**config.mk**
```make
export PLATFORM = sky130hd
export DESIGN_NAME = lru_cache_set_flat
export DESIGN_NICKNAME = d
export VERILOG_FILES = /design/src/hdl/lcs_pkg.sv /design/src/hdl/lcs_in_if.sv /design/src/hdl/lcs_out_if.sv /design/src/hdl/lcs_ctrl.sv /design/src/hdl/lcs_dp.sv /design/src/hdl/lru_cache_set.sv /design/src/flat_wrapper.sv
export SDC_FILE = /design/constraint.sdc
export NUM_CORES = 1
export LEC_CHECK = 0
export BUFFER_PORTS_ARGS = -buffer_cell sky130_fd_sc_hd__clkbuf_2
export CAP_MARGIN = 25
export CORE_MARGIN = 1
export CORE_UTILIZATION = 61
export CTS_BUF_LIST = sky130_fd_sc_hd__clkbuf_4
export CTS_CLUSTER_SIZE = 24
export DETAILED_ROUTE_END_ITERATION = 7
export MAX_ROUTING_LAYER = met4
export PLACE_DENSITY = 0.77
export SYNTH_ARGS = -nofsm -noshare
export SYNTH_HDL_FRONTEND = slang
export SYNTH_SLANG_ARGS = --single-unit
```
**constraint.sdc**
```tcl
create_clock -name clk -period 13.17 [get_ports clk]
set_input_delay 1.9755 -clock clk [delete_from_list [all_inputs] [get_ports clk]]
set_output_delay 1.9755 -clock clk [all_outputs]
set_load 0.02 [all_outputs]
```
**src/hdl/lcs_pkg.sv**
```systemverilog
// Shared types and constants for the LRU cache set.
// Used by the controller, the datapath and the top level.
package lcs_pkg;

  localparam int WAYS      = 8;
  localparam int TAG_BITS  = 32;

  // Tags arrive 32 bits wide; only the low TAG_BITS of them are kept.
  localparam int KEY_BITS  = (TAG_BITS < 32) ? TAG_BITS : 32;
  localparam int WAY_BITS  = (WAYS > 1) ? $clog2(WAYS) : 1;
  localparam int AGE_BITS  = WAY_BITS;
  localparam int OCC_BITS  = $clog2(WAYS + 1);
  localparam int CNT_BITS  = (OCC_BITS > 4) ? OCC_BITS : 4;

  localparam int CFG_IDX_BITS  = 2;
  localparam int CFG_DATA_BITS = 4;

  localparam logic [CFG_IDX_BITS-1:0] CFG_WAYS_IN_USE    = 2'd0;
  localparam logic [CFG_IDX_BITS-1:0] CFG_WRITE_ALLOCATE = 2'd1;
  localparam logic [CFG_IDX_BITS-1:0] CFG_WRITE_BACK     = 2'd2;

  typedef struct packed {
    logic capture;  // latch the accepted item
    logic look;     // tag compare and victim search
    logic commit;   // update the set and load the result register
  } lcs_cmd_t;

endpackage

```
**src/hdl/lcs_in_if.sv**
```systemverilog
// Access channel: one item is a tag and a load/store flag.
// Depends on nothing but the handshake convention (valid and ready).
interface lcs_in_if;
  logic        valid;
  logic        ready;
  logic [31:0] tag;
  logic        is_write;

  modport source (output valid, output tag, output is_write, input ready);
  modport sink   (input valid, input tag, input is_write, output ready);
endinterface

```
**src/hdl/lcs_out_if.sv**
```systemverilog
// Result channel: hit flag and eviction report for one access.
// Depends on nothing but the handshake convention (valid and ready).
interface lcs_out_if;
  logic        valid;
  logic        ready;
  logic        hit;
  logic        evicted;
  logic        evicted_dirty;
  logic [31:0] evicted_tag;

  modport source (output valid, output hit, output evicted, output evicted_dirty,
                  output evicted_tag, input ready);
  modport sink   (input valid, input hit, input evicted, input evicted_dirty,
                  input evicted_tag, output ready);
endinterface

```
**src/hdl/lcs_ctrl.sv**
```systemverilog
// Sequencer for the cache set: idle, lookup, update, plus the result valid flag.
// Uses lcs_pkg for the command struct.
module lcs_ctrl (
  input  logic            clk,
  input  logic            rst_n,
  input  logic            in_valid,
  output logic            in_ready,
  output logic            out_valid,
  input  logic            out_ready,
  output lcs_pkg::lcs_cmd_t cmd
);

  localparam logic [1:0] S_IDLE = 2'd0;
  localparam logic [1:0] S_LOOK = 2'd1;
  localparam logic [1:0] S_UPD  = 2'd2;

  logic [1:0] state_r, state_nxt;
  logic       out_valid_r, out_valid_nxt;
  logic       commit;
  logic       capture;

  // Commit only when the result register is free or being emptied.
  assign commit   = (state_r == S_UPD) && (!out_valid_r || out_ready);
  assign in_ready = (state_r == S_IDLE) || commit;
  assign capture  = in_valid && in_ready;

  assign cmd.capture = capture;
  assign cmd.look    = (state_r == S_LOOK);
  assign cmd.commit  = commit;
  assign out_valid   = out_valid_r;

  always_comb begin
    state_nxt = state_r;
    unique case (state_r)
      S_IDLE: begin
        if (capture) state_nxt = S_LOOK;
      end
      S_LOOK: begin
        state_nxt = S_UPD;
      end
      S_UPD: begin
        if (commit) state_nxt = capture ? S_LOOK : S_IDLE;
      end
      default: begin
        state_nxt = S_IDLE;
      end
    endcase
  end

  always_comb begin
    if (commit) out_valid_nxt = 1'b1;
    else if (out_ready) out_valid_nxt = 1'b0;
    else out_valid_nxt = out_valid_r;
  end

  always_ff @(posedge clk) begin
    if (!rst_n) begin
      state_r     <= S_IDLE;
      out_valid_r <= 1'b0;
    end else begin
      state_r     <= state_nxt;
      out_valid_r <= out_valid_nxt;
    end
  end

endmodule

```
**src/hdl/lcs_dp.sv**
```systemverilog
// Datapath of the cache set: entry store, config registers, lookup and LRU update.
// Uses lcs_pkg for widths, config indexes and the command struct.
module lcs_dp (
  input  logic                               clk,
  input  logic                               rst_n,
  input  lcs_pkg::lcs_cmd_t                  cmd,
  input  logic [31:0]                        in_tag,
  input  logic                               in_is_write,
  input  logic                               cfg_we,
  input  logic [lcs_pkg::CFG_IDX_BITS-1:0]   cfg_index,
  input  logic [lcs_pkg::CFG_DATA_BITS-1:0]  cfg_data,
  output logic                               res_hit,
  output logic                               res_evicted,
  output logic                               res_evicted_dirty,
  output logic [31:0]                        res_evicted_tag
);

  localparam int W  = lcs_pkg::WAYS;
  localparam int WB = lcs_pkg::WAY_BITS;
  localparam int AB = lcs_pkg::AGE_BITS;
  localparam int KB = lcs_pkg::KEY_BITS;
  localparam int OB = lcs_pkg::OCC_BITS;
  localparam int CB = lcs_pkg::CNT_BITS;

  // Config registers
  logic [3:0] ways_in_use_r;
  logic       write_allocate_r;
  logic       write_back_r;

  // Entry store
  logic [W-1:0]  valid_r, valid_nxt;
  logic [W-1:0]  dirty_r, dirty_nxt;
  logic [AB-1:0] age_r   [W];
  logic [AB-1:0] age_nxt [W];
  logic [KB-1:0] tag_r   [W];
  logic [OB-1:0] occ_r, occ_nxt;

  // Request
  logic [KB-1:0] req_tag_r;
  logic          req_wr_r;

  // Lookup results
  logic          hit_r;
  logic [WB-1:0] hit_idx_r;
  logic [AB-1:0] hit_age_r;
  logic          free_found_r;
  logic [WB-1:0] free_idx_r;
  logic          vic_found_r;
  logic [WB-1:0] vic_idx_r;
  logic [KB-1:0] vic_tag_r;
  logic          vic_dirty_r;

  // Result register
  logic          res_hit_r, res_ev_r, res_evd_r;
  logic [31:0]   res_evt_r;

  // Lookup combinational
  logic          hit_c;
  logic [WB-1:0] hit_idx_c;
  logic          free_c;
  logic [WB-1:0] free_idx_c;
  logic          vic_c;
  logic [WB-1:0] vic_idx_c;
  logic [AB-1:0] vic_best_c;

  // Commit combinational
  logic [CB-1:0] cap_c;
  logic          alloc_c;
  logic          ev_c;
  logic [WB-1:0] slot_c;
  logic          wr_tag_c;

  always_ff @(posedge clk) begin
    if (!rst_n) begin
      ways_in_use_r    <= 4'd8;
      write_allocate_r <= 1'b1;
      write_back_r     <= 1'b1;
    end else if (cfg_we) begin
      unique case (cfg_index)
        lcs_pkg::CFG_WAYS_IN_USE:    ways_in_use_r    <= cfg_data;
        lcs_pkg::CFG_WRITE_ALLOCATE: write_allocate_r <= cfg_data[0];
        lcs_pkg::CFG_WRITE_BACK:     write_back_r     <= cfg_data[0];
        default: ;
      endcase
    end
  end

  always_ff @(posedge clk) begin
    if (cmd.capture) begin
      req_tag_r <= in_tag[KB-1:0];
      req_wr_r  <= in_is_write;
    end
  end

  // Parallel tag compare and first free slot
  always_comb begin
    hit_c      = 1'b0;
    hit_idx_c  = '0;
    free_c     = 1'b0;
    free_idx_c = '0;
    for (int i = W - 1; i >= 0; i--) begin
      if (valid_r[i] && tag_r[i] == req_tag_r) begin
        hit_c     = 1'b1;
        hit_idx_c = WB'(i);
      end
      if (!valid_r[i]) begin
        free_c     = 1'b1;
        free_idx_c = WB'(i);
      end
    end
  end

  // Lowest index wins a tie on age
  always_comb begin
    vic_c      = 1'b0;
    vic_idx_c  = '0;
    vic_best_c = '0;
    for (int i = 0; i < W; i++) begin
      if (valid_r[i] && (!vic_c || age_r[i] > vic_best_c)) begin
        vic_c      = 1'b1;
        vic_idx_c  = WB'(i);
        vic_best_c = age_r[i];
      end
    end
  end

  always_ff @(posedge clk) begin
    if (cmd.look) begin
      hit_r        <= hit_c;
      hit_idx_r    <= hit_idx_c;
      hit_age_r    <= age_r[hit_idx_c];
      free_found_r <= free_c;
      free_idx_r   <= free_idx_c;
      vic_found_r  <= vic_c;
      vic_idx_r    <= vic_idx_c;
      vic_tag_r    <= tag_r[vic_idx_c];
      vic_dirty_r  <= dirty_r[vic_idx_c];
    end
  end

  // Clamp capacity to 1..WAYS
  always_comb begin
    if (ways_in_use_r == 4'd0) cap_c = CB'(1);
    else if (CB'(ways_in_use_r) > CB'(W)) cap_c = CB'(W);
    else cap_c = CB'(ways_in_use_r);
  end

  always_comb begin
    alloc_c = !hit_r && (!req_wr_r || write_allocate_r);
    ev_c    = 1'b0;
    slot_c  = '0;
    if (CB'(occ_r) < cap_c && free_found_r) begin
      slot_c = free_idx_r;
    end else if (vic_found_r) begin
      ev_c   = 1'b1;
      slot_c = vic_idx_r;
    end
    ev_c = ev_c && alloc_c;
  end

  always_comb begin
    valid_nxt = valid_r;
    dirty_nxt = dirty_r;
    occ_nxt   = occ_r;
    wr_tag_c  = 1'b0;
    for (int i = 0; i < W; i++) begin
      age_nxt[i] = age_r[i];
    end
    if (cmd.commit) begin
      if (hit_r) begin
        for (int i = 0; i < W; i++) begin
          if (valid_r[i] && age_r[i] < hit_age_r) age_nxt[i] = age_r[i] + AB'(1);
        end
        age_nxt[hit_idx_r] = '0;
        if (req_wr_r && write_back_r) dirty_nxt[hit_idx_r] = 1'b1;
      end else if (alloc_c) begin
        for (int i = 0; i < W; i++) begin
          if (valid_r[i]) age_nxt[i] = age_r[i] + AB'(1);
        end
        valid_nxt[slot_c] = 1'b1;
        dirty_nxt[slot_c] = req_wr_r && write_back_r;
        age_nxt[slot_c]   = '0;
        wr_tag_c          = 1'b1;
        if (!ev_c) occ_nxt = occ_r + OB'(1);
      end
    end
  end

  always_ff @(posedge clk) begin
    if (!rst_n) begin
      valid_r <= '0;
      dirty_r <= '0;
      occ_r   <= '0;
      for (int i = 0; i < W; i++) begin
        age_r[i] <= '0;
      end
    end else begin
      valid_r <= valid_nxt;
      dirty_r <= dirty_nxt;
      occ_r   <= occ_nxt;
      for (int i = 0; i < W; i++) begin
        age_r[i] <= age_nxt[i];
      end
    end
  end

  always_ff @(posedge clk) begin
    if (wr_tag_c) tag_r[slot_c] <= req_tag_r;
  end

  always_ff @(posedge clk) begin
    if (cmd.commit) begin
      res_hit_r <= hit_r;
      res_ev_r  <= ev_c;
      res_evd_r <= ev_c && vic_dirty_r;
      res_evt_r <= ev_c ? 32'(vic_tag_r) : 32'd0;
    end
  end

  assign res_hit           = res_hit_r;
  assign res_evicted       = res_ev_r;
  assign res_evicted_dirty = res_evd_r;
  assign res_evicted_tag   = res_evt_r;

endmodule

```
**src/hdl/lru_cache_set.sv**
```systemverilog
// One set of a set-associative cache with true LRU replacement.
// The result is registered when the update state commits, after the lookup state.
// A new access can be taken in the update state that commits, but not during lookup.
// A result held back by the receiver stalls the update cycle and with it the input.
// Reset: all entries invalid, ages and occupancy zero, ways_in_use 8, allocate and
// write-back on; no clearing pass.
module lru_cache_set (
  input  logic                              clk,
  input  logic                              rst_n,
  lcs_in_if.sink                            in_ch,
  lcs_out_if.source                         out_ch,
  input  logic                              cfg_we,
  input  logic [lcs_pkg::CFG_IDX_BITS-1:0]  cfg_index,
  input  logic [lcs_pkg::CFG_DATA_BITS-1:0] cfg_data
);

  lcs_pkg::lcs_cmd_t cmd;

  lcs_ctrl u_ctrl (
    .clk       (clk),
    .rst_n     (rst_n),
    .in_valid  (in_ch.valid),
    .in_ready  (in_ch.ready),
    .out_valid (out_ch.valid),
    .out_ready (out_ch.ready),
    .cmd       (cmd)
  );

  lcs_dp u_dp (
    .clk               (clk),
    .rst_n             (rst_n),
    .cmd               (cmd),
    .in_tag            (in_ch.tag),
    .in_is_write       (in_ch.is_write),
    .cfg_we            (cfg_we),
    .cfg_index         (cfg_index),
    .cfg_data          (cfg_data),
    .res_hit           (out_ch.hit),
    .res_evicted       (out_ch.evicted),
    .res_evicted_dirty (out_ch.evicted_dirty),
    .res_evicted_tag   (out_ch.evicted_tag)
  );

`ifndef SYNTHESIS
  // Never overwrite a result that has not been taken
  a_no_overwrite: assert property (@(posedge clk) disable iff (!rst_n)
    cmd.commit && out_ch.valid |-> out_ch.ready)
    else $error("result overwritten before delivery");

  // A fresh result only appears after a commit
  a_valid_from_commit: assert property (@(posedge clk) disable iff (!rst_n)
    $rose(out_ch.valid) |-> $past(cmd.commit))
    else $error("result valid without commit");

  // An accepted item always goes to lookup next
  a_capture_then_look: assert property (@(posedge clk) disable iff (!rst_n)
    cmd.capture |=> cmd.look)
    else $error("accepted item skipped lookup");
`endif

endmodule
```
**src/flat_wrapper.sv**
```systemverilog
// flat-port wrapper written by rule: the top's interface ports become plain ports
module lru_cache_set_flat 
  (clk, rst_n, cfg_we, cfg_index, cfg_data, in_ch_valid, in_ch_tag, in_ch_is_write, in_ch_ready, out_ch_valid, out_ch_hit, out_ch_evicted, out_ch_evicted_dirty, out_ch_evicted_tag, out_ch_ready);
  lcs_in_if in_ch_i ();
  lcs_out_if out_ch_i ();
  input  logic clk;
  input  logic rst_n;
  input  logic cfg_we;
  input  logic [lcs_pkg::CFG_IDX_BITS-1:0] cfg_index;
  input  logic [lcs_pkg::CFG_DATA_BITS-1:0] cfg_data;
  input wire logic [$bits(in_ch_i.valid)-1:0] in_ch_valid;
  input wire logic [$bits(in_ch_i.tag)-1:0] in_ch_tag;
  input wire logic [$bits(in_ch_i.is_write)-1:0] in_ch_is_write;
  output wire logic [$bits(in_ch_i.ready)-1:0] in_ch_ready;
  output wire logic [$bits(out_ch_i.valid)-1:0] out_ch_valid;
  output wire logic [$bits(out_ch_i.hit)-1:0] out_ch_hit;
  output wire logic [$bits(out_ch_i.evicted)-1:0] out_ch_evicted;
  output wire logic [$bits(out_ch_i.evicted_dirty)-1:0] out_ch_evicted_dirty;
  output wire logic [$bits(out_ch_i.evicted_tag)-1:0] out_ch_evicted_tag;
  input wire logic [$bits(out_ch_i.ready)-1:0] out_ch_ready;
  assign in_ch_i.valid = in_ch_valid;
  assign in_ch_i.tag = in_ch_tag;
  assign in_ch_i.is_write = in_ch_is_write;
  assign in_ch_ready = in_ch_i.ready;
  assign out_ch_valid = out_ch_i.valid;
  assign out_ch_hit = out_ch_i.hit;
  assign out_ch_evicted = out_ch_i.evicted;
  assign out_ch_evicted_dirty = out_ch_i.evicted_dirty;
  assign out_ch_evicted_tag = out_ch_i.evicted_tag;
  assign out_ch_i.ready = out_ch_ready;
  lru_cache_set u_core (.clk(clk), .rst_n(rst_n), .in_ch(in_ch_i), .out_ch(out_ch_i), .cfg_we(cfg_we), .cfg_index(cfg_index), .cfg_data(cfg_data));
endmodule
```
-- Word-level counts from Yosys, hierarchy flattened
Memories as Yosys holds them, arrays and structs flattened. A register that Yosys moved wholly into a read port is not among the register bits.
Cells that the tools add are included.
- add/subtract/negate cells: 9
- $lt $le $gt $ge: 26
- equal/unequal tests: 15
- multiplexer cells: 138
- bitwise logic cells: 18
- reduce and logical (&&, ||, !) cells: 70
- operators with widths (cell ; count):
    $mux W3 ; 93
    $eq A32 B32 Y1 ; 8
    $mux W24 ; 3
    $and A24 B24 Y24 ; 2
    $not A24 Y24 ; 2
    $logic_and A1 B1 Y1 ; 34
    $mux W1 ; 26
    $add A3 B1 Y3 const B ; 8
    $lt A3 B3 Y1 ; 8
    $mux W8 ; 3
    $gt A3 B3 Y1 ; 7
    $demux W3 S3 ; 2
    $or A8 B8 Y8 ; 2
    $lt A3 B4 Y1 const B ; 3
    $logic_not A1 Y1 ; 10
    $logic_or A1 B1 Y1 ; 10
    $reduce_and A2 Y1 ; 5
    $bwmux W8 ; 1
    $ge A4 B4 Y1 const B ; 2
    $lt A4 B1 Y1 const B ; 2
    $mux W2 ; 4
    $mux W4 ; 2
    $not A3 Y4 ; 2
    $or A1 B1 Y1 ; 8
    other kinds (19) ; 29
- bits in registers: 110
- RAM bits: 280
- input port bits: 44
- output and inout port bits: 37
- word-level logic and storage cells: 301
- memories: 2
- memory list (memory ; depth ; width ; rd ports ; clocked after Yosys merged registers in ; write ports ; RTL line ; source):
    u_core.u_dp.tag_r ; 8 ; 32 ; 9 ; 1 ; 1 ; lcs_dp.sv:35 ; logic [KB-1:0] tag_r [W];
    u_core.u_dp.age_r ; 8 ; 3 ; 9 ; 1 ; 8 ; lcs_dp.sv:33 ; logic [AB-1:0] age_r [W];

-- Longest topological paths before layout
An unclocked memory read counts as a cell.
- word-level depth: 32
- gate-level depth with buffers: 58
- mapped depth without buffers: 54

-- Cells and area by module
Synthesis repeated with hierarchy kept, for this count alone.
- cell total of the unflattened synthesis: 2011
- area, all modules: 22138.7 um^2
- modules (own cells, without submodules) (module ; times used ; cells each ; area each (um^2) ; seq. area each (um^2)):
    lcs_dp ; 1 ; 1994 ; 21964.8 ; 12171.7
    lcs_ctrl ; 1 ; 17 ; 173.9 ; 60.1

-- Least setup slack after synthesis
No wires, ideal clock.
- path type: reg-to-reg
- from: reg u_core.u_dp.valid_r[0]
- to: reg u_core.u_dp.vic_tag_r[10] (read register of u_core.u_dp.tag_r), data pin
- arrival: 10.029 ns
- data required time: 13.037 ns
- slack: 3.008 ns
- cell stages (with the launch flop): 56
- buffers on the path: 4
- path through: dfxtp_1 clkbuf_1 nand2_1 ha_1 nand3_1 o21ai_0 o21ai_1 a21oi_1 a31oi_1 ha_1 nor2b_1 o21a_1 o21ai_0 a21o_1 nor2_1 a21o_1 ha_1 nor2b_1 [20 not listed] ha_1 nor2b_1 o21ai_0 a32oi_1 o21ai_0 nand3_1 nor2_1 a2111oi_0 ha_1 inv_1 a21o_1 a21oi_1 a31oi_1 o21a_1 a311oi_1 clkbuf_1 clkbuf_1 a32o_1
- longest elaborated chain between the ends: 29
- elaborated cells between the ends (all ways): 49
- those cells by class: order compare (7); mux (21); reduce/logical (21)
- RTL lines (element ; RTL line ; source):
    from (decl) ; lcs_dp.sv:31 ; logic [W-1:0] valid_r, valid_nxt;
    from (signal assigned) ; lcs_dp.sv:198 ; valid_r <= valid_nxt;
    $mux W3 / $mux W1 (equally long branches) ; lcs_dp.sv:119 ; if (valid_r[i] && (!vic_c || age_r[i] > vic_best_c)) begin
    $gt A3 B3 Y1 / $logic_not A1 Y1 (equally long branches) ; lcs_dp.sv:119 ;
    $logic_or A1 B1 Y1 ; lcs_dp.sv:119 ;
    $logic_and A1 B1 Y1 ; lcs_dp.sv:119 ;
    $mux W3 / $mux W1 (equally long branches) ; lcs_dp.sv:119 ;
    $gt A3 B3 Y1 / $logic_not A1 Y1 (equally long branches) ; lcs_dp.sv:119 ;
    $logic_or A1 B1 Y1 ; lcs_dp.sv:119 ;
    $logic_and A1 B1 Y1 ; lcs_dp.sv:119 ;
    [13 not listed] ; n/a ;
    $gt A3 B3 Y1 / $logic_not A1 Y1 (equally long branches) ; lcs_dp.sv:119 ;
    $logic_or A1 B1 Y1 ; lcs_dp.sv:119 ;
    $logic_and A1 B1 Y1 ; lcs_dp.sv:119 ;
    $mux W3 / $mux W1 (equally long branches) ; lcs_dp.sv:119 ;
    $gt A3 B3 Y1 / $logic_not A1 Y1 (equally long branches) ; lcs_dp.sv:119 ;
    $logic_or A1 B1 Y1 ; lcs_dp.sv:119 ;
    $logic_and A1 B1 Y1 ; lcs_dp.sv:119 ;
    $mux W3 (*) ; lcs_dp.sv:119 ;
    to (decl) ; lcs_dp.sv:50 ; logic [KB-1:0] vic_tag_r;
Mark *: on every way between the ends. The rest lies on a longest branch, timed or not.
A chain may end at the register's enable or synchronous reset.

-- Worst setup path after layout
- from: reg u_core.u_dp.valid_r[0]
- to: reg u_core.u_dp.vic_tag_r[11] (read register of u_core.u_dp.tag_r), data pin
The elaborated chain is that of the path after synthesis.

==> impl_results.md <==
- Io pins: 81
- CP peak stage delay: 0.64 ns
- Synth cell types: 71
- Grt total ovfl: 0
- FF+latch count, synth: 425
- Crit path buf inv count: 5
- Stages on the worst setup path: 56
- Net Sw Frac: 25.9%
- Post-CTS Hold Fix Bufs: 0
- Hold depth: 2
- Routability Congestion: 1.08
- All-Layer GR Usage: 44.0%
- Max clock buf depth: 3
- Slowest cell on crit path: dfxtp_1
- Status: finished clean
- Multi-input logic area: 9300 um2
- Fin crit share: 92.3%
- DP HPWL: 55.3 mm
- Worst-Skew Late Latency: 0.86 ns
- WS Path Type: flop to flop
- Vias in the first global route: 16400
- Worst hold slack: 0.479 ns
- Port Buffer Count: 80
- Post-Layout Cell Count: 2664
- Area growth syn-to-layout: 10.2%
- Largest net degree at the start of global routing: 67
- Detailed Route Iter0 Violations: 2503
- Row count: 69
- Fmax: 0.0823 GHz
- DR vias: 18100
- Layout cells sized above 1: 14.2%
- H-tree depth: 3
- Leakage power: 8.57 nW
- Clock sink total: 425
- Sequential share of the synthesized area: 55.4%
- Combinational Power Share: 6.6%
- R2R Setup Slk: 1.02 ns
- Area of the mapped netlist: 22100 um2
- Warnings, synthesis: 0
- Critical Path RT: 13.88 ns
- DR vias/cell: 6.78
- Slew HR: 15.2%
- Worst VDD drop: 117 uV
- Critical Path AT: 12.86 ns
- FFs w/ async S/R, synth: 0%
- Wire length per cell: 29.3 um
- Final Hold Viols: 0
- Number of synthesized flops with an enable pin: 372
- Initial antenna violation count: 5
- Post-placement cell area: 23000 um2
- Element type at the critical path start: flop
- Measured slew at the worst slew-check pin: 1.26 ns
- Register-to-Register Path Depth: 56
- Fillers: 2672
- Clock power frac: 39.6%
- Final Max Slew Viols: 0
- Clk root buf: clkbuf_4
- Clock-pin slew on the worst setup and hold paths: 0.06 ns
- Setup Buffers After CTS: 0
- Max Cap Viol: 0
- Pre-Repair DR Iteration Count: 7
- Sequential standard cell area: 12200 um2
- Cts repair resizes: 0
- Final wirelength: 78.0 mm
- Setup TNS: 0 ns
- RSZ-0062 raised after global routing: no
- Post-Syn Area per Cell: 11.0 um2
- Reported net switching power: 0.736 mW
- CTS tree: built
- Global-route wire length before repair: 111 mm
- Internal: 2.10 mW
- Sequential Power Share: 53.8%
- Initial Util: 62.0%
- Die X: 192 um
- Post-route ant nets: 0
- Syn nets: 2092
- Die area: 36900 um2
- Core Box Area: 35600 um2
- Nets@finish: 2214
- Final setup skew: 0.0585 ns
- Design area: 24300 um2
- Pwr per Cell Area: 117 nW/um2
- Worst-path maximum fanout: 32
- CP top delay family: compound AO/OA/AOI/OAI gates
- # setup viols final: 0
- Dpl cells: 2470
- Worst setup EP type: flop
- Final worst path period need: 12.15 ns
- Cts bufs inserted: 109
- Post-route DRC: 0
- Cells after Synth: 1998
- Hold/Removal Path Class: flop to flop
- Die height: 192 um
- Ys flop type: edfxtp_1
[worst paths after layout]
| check | start | to |
|---|---|---|
| worst max-delay path | u_core.u_dp.valid_r[0]$_SDFFE_PN0P_ | u_core.u_dp.vic_tag_r[11]$_DFFE_PN_ |
| worst min-delay path | u_core.u_dp.write_allocate_r$_SDFFE_PN1P_ | u_core.u_dp.write_allocate_r$_SDFFE_PN1P_ |
| worst max register to register | u_core.u_dp.valid_r[0]$_SDFFE_PN0P_ | u_core.u_dp.vic_tag_r[11]$_DFFE_PN_ |
| worst min register to register | u_core.u_dp.write_allocate_r$_SDFFE_PN1P_ | u_core.u_dp.write_allocate_r$_SDFFE_PN1P_ |
[layer usage]
layer / global-route usage (%) / share of wire [%] / vias up / routed length, um
met5: - / 0 / - / 0
met1: 56.7 / 37 / 8755 / 29100
met4: 20.9 / 5.2 / 0 / 4060
met3: 11.1 / 12 / 222 / 9460
met2: 65.3 / 45 / 1372 / 35500
li1: - / - / 7719 / -
[registers in the layout, summed over array words and instances, names as in the netlist, 8 cells and up]
signal / count
u_core.u_dp.valid_r: 8
u_core.u_dp.tag_r: 256
u_core.u_dp.age_r: 24
u_core.u_dp.res_evicted_tag: 32
u_core.u_dp.vic_tag_r: 32
u_core.u_dp.req_tag_r: 32
u_core.u_dp.dirty_r: 8
[Yosys cell counts (4+ instances only)]
master	number	area share, %
buf_4	5	0.17
a32oi_1	4	0.16
dfxtp_1	53	4.8
o211ai_1	10	0.34
clkbuf_1	55	0.94
a311oi_1	6	0.24
a221oi_1	5	0.20
a211oi_1	6	0.20
nand4_1	34	0.96
nand3b_1	12	0.41
xnor2_1	63	2.5
buf_1	10	0.17
edfxtp_1	372	51
nor2_1	65	1.1
xor2_1	202	8.0
and2_1	36	1.0
nor2b_1	16	0.45
a21o_1	5	0.17
mux2_2	7	0.36
o21ai_0	44	1.0
or3_1	7	0.20
buf_2	25	0.57
a31oi_1	15	0.43
ha_1	50	2.8
o21a_1	17	0.58
mux2i_1	20	0.91
buf_6	12	0.61
nor3_1	33	0.75
nand2_1	299	5.1
a32o_1	37	1.7
nand4b_1	7	0.28
nand2b_1	13	0.37
nor4b_1	4	0.16
o221ai_1	7	0.28
or4_1	8	0.27
a21boi_0	10	0.34
a21oi_1	137	3.1
a22oi_1	7	0.24
nor4_1	98	2.8
nand3_1	95	2.2
o21ai_1	6	0.14
inv_1	35	0.60
[tightest hold or removal path, stage by stage (launching register included)]
cell and delay, ns:
dfxtp_1 0.33, mux2i_1 0.07, nand2_1 0.06
[area by class of cell]
class | count | area share (%)
Tap cell | 461 | 2.37
Multi-Input combinational cell | 1428 | 38.2
Antenna cell | 5 | 0.0514
Timing Repair Buffer | 118 | 2.97
Clock buffer | 149 | 4.60
Clock inverter | 40 | 0.916
Inverter | 38 | 0.586
Sequential cell | 425 | 50.3
[cell families after synthesis]
| group | count (synthesis) | synth area share [%] |
|---|---|---|
| buffers and inverters | 145 | 3.10 |
| XOR/XNOR | 265 | 10.5 |
| flip-flops | 425 | 55.4 |
| adder cells (fa/ha/maj) | 50 | 2.83 |
| AND/OR/NAND/NOR | 743 | 16.7 |
| multiplexers | 29 | 1.37 |
| AO/OA/AOI/OAI | 341 | 10.1 |
[cells in the final DEF (no fill, tap or decap), types with 12 or more instances in the layout]
cell        n
nand3_1    95
dfxtp_1    53
a32o_1     37
nor2b_1    15
inv_1      35
xor2_1    202
nor4_1     97
clkinv_1   32
edfxtp_1  372
clkbuf_2   80
nand2b_1   13
mux2i_1    20
nand2_1   299
nand4_1    34
ha_1       50
nor2_1     54
xnor2_1    63
clkbuf_4  149
o21ai_0    44
o21a_1     17
a21oi_1   137
nor3_1     32
a31oi_1    15
buf_4      35
and2_1     35
nand3b_1   12
[per-stage QoR]
stage / worst slack [ns] / utilization (%) / power (mW)
floorplan: 3.01 / - / 1.64
global placement: 1.28 / 64.5 / 1.73
detailed placement: 0.942 / 64.5 / 1.73
CTS: 0.908 / 68.3 / 2.83
global route: 0.0142 / 68.4 / 2.91
finish: 1.02 / 68.4 / 2.84
[power by group through the flow]
stage                     registers, mW  clock network [mW]  logic, mW
final                              1.53                1.12      0.188
after global routing               1.53                1.19      0.193
after CTS                          1.52                1.13      0.182
after detailed placement           1.55                   0      0.180
after global placement             1.55                   0      0.179
after floorplan                    1.53                   0      0.115
Power figures use the tool's default switching activity.
